## src/sv/gcvt_pkg.sv

```systemverilog
// Package for the blob space and GC victim table: field widths, command,
// status and register codes, and the table entry and write request types.
// No dependencies; every other file of the block uses it.
`default_nettype none
package gcvt_pkg;

  localparam int unsigned TABLE_DEPTH_DEF = 32;

  localparam int unsigned IdW    = 32;
  localparam int unsigned SizeW  = 42;
  localparam int unsigned MaxW   = 40;
  localparam int unsigned ThrW   = 17;
  localparam int unsigned HdrW   = 8;
  localparam int unsigned KeyW   = 16;
  localparam int unsigned ValW   = 32;
  localparam int unsigned GbW    = 40;
  localparam int unsigned OffW   = 41;
  localparam int unsigned RecW   = 33;
  localparam int unsigned HalfW  = 21;
  localparam int unsigned ProdW  = SizeW + HalfW;
  localparam int unsigned CrossW = 2 * SizeW;

  localparam logic [MaxW-1:0] MaxSizeReset = 40'd268435456;
  localparam logic [ThrW-1:0] ThrReset     = 17'd32768;
  localparam logic [HdrW-1:0] HdrReset     = 8'd12;

  typedef enum logic [1:0] {
    CMD_APPEND = 2'd0,
    CMD_NOTICE = 2'd1,
    CMD_PICK   = 2'd2,
    CMD_RETIRE = 2'd3
  } cmd_e;

  typedef enum logic [1:0] {
    ST_OK       = 2'd0,
    ST_UNKNOWN  = 2'd1,
    ST_FULL     = 2'd2,
    ST_NOVICTIM = 2'd3
  } status_e;

  typedef enum logic [1:0] {
    REG_MAX_SIZE = 2'd0,
    REG_THRESH   = 2'd1,
    REG_HEADER   = 2'd2,
    REG_NONE     = 2'd3
  } reg_e;

  typedef struct packed {
    logic [IdW-1:0]   id;
    logic [SizeW-1:0] size;
    logic [SizeW-1:0] garbage;
  } entry_t;

  typedef struct packed {
    logic   we;
    logic   set_valid;
    logic   clr_valid;
    entry_t entry;
  } tbl_wr_t;

  typedef struct packed {
    logic [MaxW-1:0] max_size;
    logic [ThrW-1:0] thresh;
    logic [HdrW-1:0] header;
  } cfg_t;

endpackage
`default_nettype wire

```

## src/sv/gcvt_cfg.sv

```systemverilog
// Configuration registers behind an APB-style port with 64-bit data.
// Depends on gcvt_pkg.
`default_nettype none
module gcvt_cfg (
  input  wire            clk_i,
  input  wire            rst_ni,
  input  wire            psel,
  input  wire            penable,
  input  wire            pwrite,
  input  wire  [4:0]     paddr,
  input  wire  [63:0]    pwdata,
  output logic [63:0]    prdata,
  output logic           pready,
  output gcvt_pkg::cfg_t cfg_o
);

  gcvt_pkg::cfg_t cfg_q;
  gcvt_pkg::reg_e sel;

  assign sel    = gcvt_pkg::reg_e'(paddr[4:3]);
  assign pready = 1'b1;

  always_ff @(posedge clk_i or negedge rst_ni) begin
    if (!rst_ni) begin
      cfg_q.max_size <= gcvt_pkg::MaxSizeReset;
      cfg_q.thresh   <= gcvt_pkg::ThrReset;
      cfg_q.header   <= gcvt_pkg::HdrReset;
    end else if (psel && penable && pwrite) begin
      case (sel)
        gcvt_pkg::REG_MAX_SIZE: cfg_q.max_size <= pwdata[gcvt_pkg::MaxW-1:0];
        gcvt_pkg::REG_THRESH:   cfg_q.thresh   <= pwdata[gcvt_pkg::ThrW-1:0];
        gcvt_pkg::REG_HEADER:   cfg_q.header   <= pwdata[gcvt_pkg::HdrW-1:0];
        default: ;
      endcase
    end
  end

  always_comb begin
    case (sel)
      gcvt_pkg::REG_MAX_SIZE: prdata = 64'(cfg_q.max_size);
      gcvt_pkg::REG_THRESH:   prdata = 64'(cfg_q.thresh);
      gcvt_pkg::REG_HEADER:   prdata = 64'(cfg_q.header);
      default:                prdata = '0;
    endcase
  end

  assign cfg_o = cfg_q;

endmodule
`default_nettype wire

```

## config.mk

```make
export PLATFORM = sky130hd
export DESIGN_NAME = gcvt_cfg
export DESIGN_NICKNAME = d
export VERILOG_FILES = /design/src/sv/gcvt_pkg.sv /design/src/sv/gcvt_cfg.sv
export SDC_FILE = /design/constraint.sdc
export NUM_CORES = 1
export LEC_CHECK = 0
export BUFFER_PORTS_ARGS = -buffer_cell sky130_fd_sc_hd__buf_2
export CAP_MARGIN = 20
export CELL_PAD_IN_SITES_DETAIL_PLACEMENT = 0
export CELL_PAD_IN_SITES_GLOBAL_PLACEMENT = 1
export CORE_ASPECT_RATIO = 1.5
export CORE_MARGIN = 2
export CORE_UTILIZATION = 32
export CTS_BUF_LIST = sky130_fd_sc_hd__clkbuf_8
export CTS_CLUSTER_DIAMETER = 150
export DETAILED_ROUTE_END_ITERATION = 8
export GPL_TIMING_DRIVEN = 0
export HOLD_SLACK_MARGIN = 0.05
export PLACE_DENSITY_LB_ADDON = 0.1
export REMOVE_ABC_BUFFERS = 1
export SLEW_MARGIN = 20
export SYNTH_ARGS = -nofsm -noshare
export SYNTH_HDL_FRONTEND = slang
export SYNTH_SLANG_ARGS = --single-unit
export TNS_END_PERCENT = 10
```

## constraint.sdc

```tcl
create_clock -name clk_i -period 1 [get_ports clk_i]
set_input_delay 0 -clock clk_i [delete_from_list [all_inputs] [get_ports clk_i]]
set_output_delay 0 -clock clk_i [all_outputs]
set_load 0.02 [all_outputs]
```

==> results.toml, run 1 <==
[cts]
clock_sinks = 65
clockRootBuffer = "clkbuf_8"
clk_pin_slew_ns = 0.07
htreeDepth = 3
cts_tree = "done"
clock_path_buffers = 2
clock_latency_ns = 0.33
cts_buffers = 9

[placement]
dp_hpwl_um = 5430
port_buffers = 151
dpl_worst_slack_ns = -0.994
globalplace.congestion = 0.684

[final_layout]
fillers = 897
final_cell_mix = "buf_2 (129), dfrtp_1 (61), mux2_2 (59)"
multi_input_area_um2 = 1360
final_common_cell = "buf_2"
syn2layout_area_growth_pct = 53.9
n_antenna_cell = 0
largest_reg_flops = 65
finalNetCount = 514
final_core_util_pct = 49.8
seq_area_um2 = 1630
drive_above_1_share_pct = 57.1

[synthesis]
synthCells = 240
synth_fa_ha_area_share_pct = 0
synth-xor-area-share_pct = 0
synth_mux_area_share_pct = 29.1
synth_compound_area_share_pct = 1.29
synthSimpleGateAreaFrac_pct = 8.72
synth_top_family_by_area = "multiplexers"
ys_seq_elements = 65
syn-cell-area_um2 = 3100
avgSynthCellArea_um2 = 12.9
yosys_warnings = 0
ys_types = 18
ys_seq_area_share_pct = 52.6

[sta]
period_minus_slack_ns = 1.23
fin_setup_tns_ns = -2.49
holdWs_ns = 0.141
setup_viol_count_final = 40
maxSlewViolCount = 0
max_freq_mhz = 815
skew_ns = 0
max_slew_margin_pct = 66.3
setup_slack_ns = -0.226
rsz0062_at_grt = "yes"
timing.final.hold_violations = 0
worst_pin_slew_ns = 0.505
fin_crit_sh_pct = 123

[run_status]
violations = "negative setup slack"
outcome = "complete, but fails checks"

[global_routing]
grt_max_degree = 35
antenna_found_initial = 0
grt_overflow_total = 0
grt_pass1_wl_um = 12600
grt_pass1_vias = 2492
grt_usage_pct = 15.0

[detailed_routing]
drtAntennaViolNets = 0
via_per_inst = 4.41
drt_iter0_drc = 56
vias = 2471
dr.pass1.iters = 4
wl_per_cell_um = 13.9
drc_errors = 0
routed_wl_um = 7760

[setup_path]
cp_max_fo = 3
max_stage_delay_ns = 0.54
worstPathCellList = "mux2i_1, o21ai_1, buf_4"
cp_slowest_cell = "dfstp_2"
path_delay_family = "flip-flops"
path_buf_inv = 1
path_class = "reg -> out"
crit_required_ns = 1.00
start_kind = "register"
cp.arrival_ns = 1.23
crit_path_end_kind = "output pin"

[floorplanning]
dieArea_um2 = 10500
initial_core_util_pct = 32.4
io_pins = 204
coreArea_um2 = 9580
die_w_um = 84.4
die_h_um = 125
num_rows = 44

[power]
leakage_nw = 2.44
intPower_w = 0.00624
combPwrFrac_pct = 34.6
p_per_area_nw_per_um2 = 1990
p_sw_w = 0.00326
clock_power_share_pct = 26.1
p_seq_share_pct = 39.3
power_w = 0.00950
vdd_drop_max_mv = 0.896
power_switching_share_pct = 34.3

[job]
cap_violations = 0

[hold_path]
hp-class = "in -> async"
[power by group through the flow]
stage / Sequential (W) / Clock, W / Combinational (W)
2_1_floorplan: 0.00447 / 0 / 0.00111
3_3_place_gp: 0.00375 / 0 / 0.00299
3_5_place_dp: 0.00377 / 0 / 0.00302
4_1_cts: 0.00375 / 0.00257 / 0.00328
5_1_grt: 0.00385 / 0.00268 / 0.00351
6_report: 0.00374 / 0.00248 / 0.00329
[Yosys cell counts, drive strengths merged]
cell / n / area share (%)
mux2: 65 / 24
nand3: 1 / 0.32
nor2b: 1 / 0.20
mux2i: 17 / 5.5
and2: 23 / 4.6
dfrtp: 61 / 49
dfstp: 4 / 3.4
nand2: 8 / 0.97
buf: 34 / 7.6
nor3b: 2 / 1.2
o21ai: 8 / 1.3
clkbuf: 3 / 0.36
conb: 2 / 0.24
nor3: 1 / 0.16
nor2: 10 / 1.2
[worst paths after layout]
check                      depth (start not counted)               endpoint                  start  slack [ns]
max                                                3              prdata[2]   cfg_o[2]$_DFFE_PN1P_       -0.23
min                                                2   cfg_o[0]$_DFFE_PN0P_                 rst_ni        0.14
max reg2reg                                        1  cfg_o[41]$_DFFE_PN0P_  cfg_o[41]$_DFFE_PN0P_        0.21
min reg2reg                                        1  cfg_o[64]$_DFFE_PN0P_  cfg_o[64]$_DFFE_PN0P_        0.51
max in group asynchronous                          3   cfg_o[2]$_DFFE_PN1P_                 rst_ni        0.25
min in group clk_i                                 4   cfg_o[0]$_DFFE_PN0P_                 pwrite        0.21
[cell type report]
cell class | count | area share [%]
Timing Repair Buffer | 203 | 29.5
Clock inverter | 5 | 1.49
Clock buffer | 11 | 3.17
Tap cell | 115 | 3.02
Sequential cell | 65 | 34.2
Multi-Input combinational cell | 161 | 28.6
[routing by layer]
layer  track usage, %  vias to the layer above  share of wire (%)
met1             18.7                     1188                 42
met4             5.60                        0                1.2
met2             24.3                      109                 49
met5                0                        -                  0
li1                 -                     1167                  -
met3             4.77                        7                8.0
[cells by family (layout without fill, tap and decap cells)]
group,count (synthesis),after routing
muxes,82,82
DFF,65,65
and+or+nand+nor,46,46
buffers and inverters,37,219
AOI/OAI and AO/OA,8,8
other,2,25
[metrics by stage]
step | area (um^2) | cells
after global routing | 4770 | 560
after floorplan | 2940 | 226
after detailed placement | 3910 | 498
after global placement | 3840 | 492
final | 4770 | 560
after CTS | 4720 | 559
[what timing repair did]
action / 4_1_cts / 5_1_grt
hold endpoints to repair: 127 / 0
endpoints found under the setup margin: 106 / 67
hold buffers: 41 / 0
gates resized for setup: 49 / 10
buffers inserted: 4 / 1
pin swaps: 3 / 0
No activity file was read; power rests on OpenSTA's default activity.
==> inputs of run 2 (changes only) <==
--- a/config.mk
+++ b/config.mk
@@ -9,7 +9,6 @@
 export CAP_MARGIN = 20
 export CELL_PAD_IN_SITES_DETAIL_PLACEMENT = 0
 export CELL_PAD_IN_SITES_GLOBAL_PLACEMENT = 1
-export CORE_ASPECT_RATIO = 1.5
 export CORE_MARGIN = 2
 export CORE_UTILIZATION = 32
 export CTS_BUF_LIST = sky130_fd_sc_hd__clkbuf_8
==> constraint.sdc (replaced) <==
create_clock -name clk_i -period 1 [get_ports clk_i]
set_input_delay 0.1 -clock clk_i [delete_from_list [all_inputs] [get_ports clk_i]]
set_output_delay 0.1 -clock clk_i [all_outputs]
set_load 0.02 [all_outputs]
==> run 2 against run 1 <==
  * The run still ends with negative setup slack left
  * Non-clock buffer count rose by 6
  * Die area fell by 0.16%
  * Clock-buffer cell count shrank 2
  * Wire length up 1.7%
  * Worst hold slack better by 0.14 ns
  * Flip-flop and latch count unchanged
  * Via count up 0.93%
  * Critical path type unchanged
  * Total power down 3.9%
==> results.toml, run 2 (synthesis gave the netlist of run 1 again) <==
[setup_path]
startpoint = "cfg_o[2]$_DFFE_PN1P_"
cp_slowest_cell = "dfstp_2"
path_class = "reg -> out"
reg2reg_to = "cfg_o[18]$_DFFE_PN0P_"
r2r_slack_ns = 0.13
r2r_cells = 2
max_stage_delay_ns = 0.53
cp.arrival_ns = 1.19
worstPathCellList = "mux2i_1, o21ai_1, buf_4"
cp_max_fo = 2
crit_path_end_kind = "output pin"
start_kind = "register"
crit_required_ns = 0.90
path_delay_family = "flip-flops"
timing.rr.start = "cfg_o[18]$_DFFE_PN0P_"
path_depth = 3
path_buf_inv = 1
crit_path_end = "prdata[2]"

[power]
vdd_drop_max_mv = 1.20
p_per_area_nw_per_um2 = 1880
leakage_nw = 2.48

[final_layout]
fin_area_um2 = 4850
finalNetCount = 520
syn2layout_area_growth_pct = 56.6
final_common_cell = "buf_2"
fillers = 878
drive_above_1_share_pct = 56.3
final_cell_mix = "buf_2 (117), dfrtp_1 (61), mux2_2 (54)"
n_antenna_cell = 0
largest_reg_flops = 65

[global_routing]
antenna_found_initial = 0
grt_max_degree = 37
grt_overflow_total = 0
grt_pass1_vias = 2395
grt_usage_pct = 15.0
grt_pass1_wl_um = 12000

[cts]
clk_pin_slew_ns = 0.07
clock_path_buffers = 2
cts_buffers = 9
htreeDepth = 3
cts_tree = "done"
clock_latency_ns = 0.32
clock_sinks = 65
clockRootBuffer = "clkbuf_8"

[floorplanning]
io_pins = 204
coreArea_um2 = 9330
initial_core_util_pct = 33.2
die_h_um = 102
num_rows = 35
dieArea_um2 = 10500
die_w_um = 102

[run_status]
outcome = "complete, but fails checks"
violations = "negative setup slack"

[detailed_routing]
via_per_inst = 4.30
dr.pass1.iters = 4
drt_iter0_drc = 49
vias = 2494
wl_per_cell_um = 13.6
drc_errors = 0
routed_wl_um = 7890
drtAntennaViolNets = 0

[placement]
port_buffers = 151
post_dp_cell_area_um2 = 3920
globalplace.congestion = 0.680
dp_hpwl_um = 5470

[sta]
skew_ns = 0
timing.final.hold_violations = 0
rsz0062_at_grt = "yes"
maxSlewViolCount = 0
period_minus_slack_ns = 1.29
fin_crit_sh_pct = 129
setup_viol_count_final = 63
holdWs_ns = 0.276
max_freq_mhz = 778
setup_slack_ns = -0.285

[job]
cap_violations = 0

[hold_path]
hp-class = "in -> async"
## run 2: worst min path at each step
stage	slack (ns)	start	cells past startpoint	end
floorplan	-0.20	rst_ni	0	cfg_o[0]$_DFFE_PN0P_
global placement	0.32	pwdata[35]	2	cfg_o[60]$_DFFE_PN0P_
detailed placement	0.1	rst_ni	1	cfg_o[42]$_DFFE_PN0P_
CTS	0.27	rst_ni	2	cfg_o[42]$_DFFE_PN0P_
global route	0.31	pwrite	4	cfg_o[1]$_DFFE_PN0P_
finish	0.28	rst_ni	2	cfg_o[51]$_DFFE_PN0P_
## run 2: stage by stage
stage	cells	worst slack (ns)	total power [W]	utilization, %	TNS [ns]
final	580	-0.285	0.00913	52.0	-7.18
after global routing	580	-0.381	0.00970	52.0	-13.24
after CTS	574	-0.317	0.00899	50.3	-8.78
after detailed placement	512	-1.07	0.00681	42.1	-88.65
after global placement	506	-4.85	0.00675	41.3	-275.17
after floorplan	226	-2.58	0.00559	-	-110.16
## run 2: worst reg2reg max path, cell delays in order (launching register included)
cell and delay [ns]:
dfrtp_1 0.38, buf_4 0.14, mux2_2 0.25
## run 2: power breakdown
part           switching, W  internal [W]  total, W
Sequential         0.000453       0.00327   0.00373
Combinational       0.00190       0.00172   0.00361
Clock              0.000934      0.000854   0.00179
## run 2: what timing repair did
| item | in CTS | in global routing |
|---|---|---|
| hold buffers | 41 | 0 |
| pin swaps | 5 | 2 |
| gates resized for setup | 50 | 36 |
| endpoints found under the hold margin | 97 | 0 |
| setup buffers | 5 | 6 |
| setup endpoints to repair | 165 | 129 |
## run 2: final cells by class
cell class	count	area (um^2)	share of cell area, %
clock inverter	7	31.3	0.644
clock buffer	9	124	2.55
multi-input combinational	161	1370	28.3
sequential	65	1630	33.6
tap	129	161	3.33
timing repair buffer	209	1530	31.6
## run 2: layer usage
layer  vias to the layer above  share of wire [%]  GRT usage [%]
met5                         -                  0              0
met4                         0               0.70           4.92
met3                         6                5.3           4.24
met2                        91                 52           25.7
met1                      1219                 42           18.2
li1                       1178                  -              -
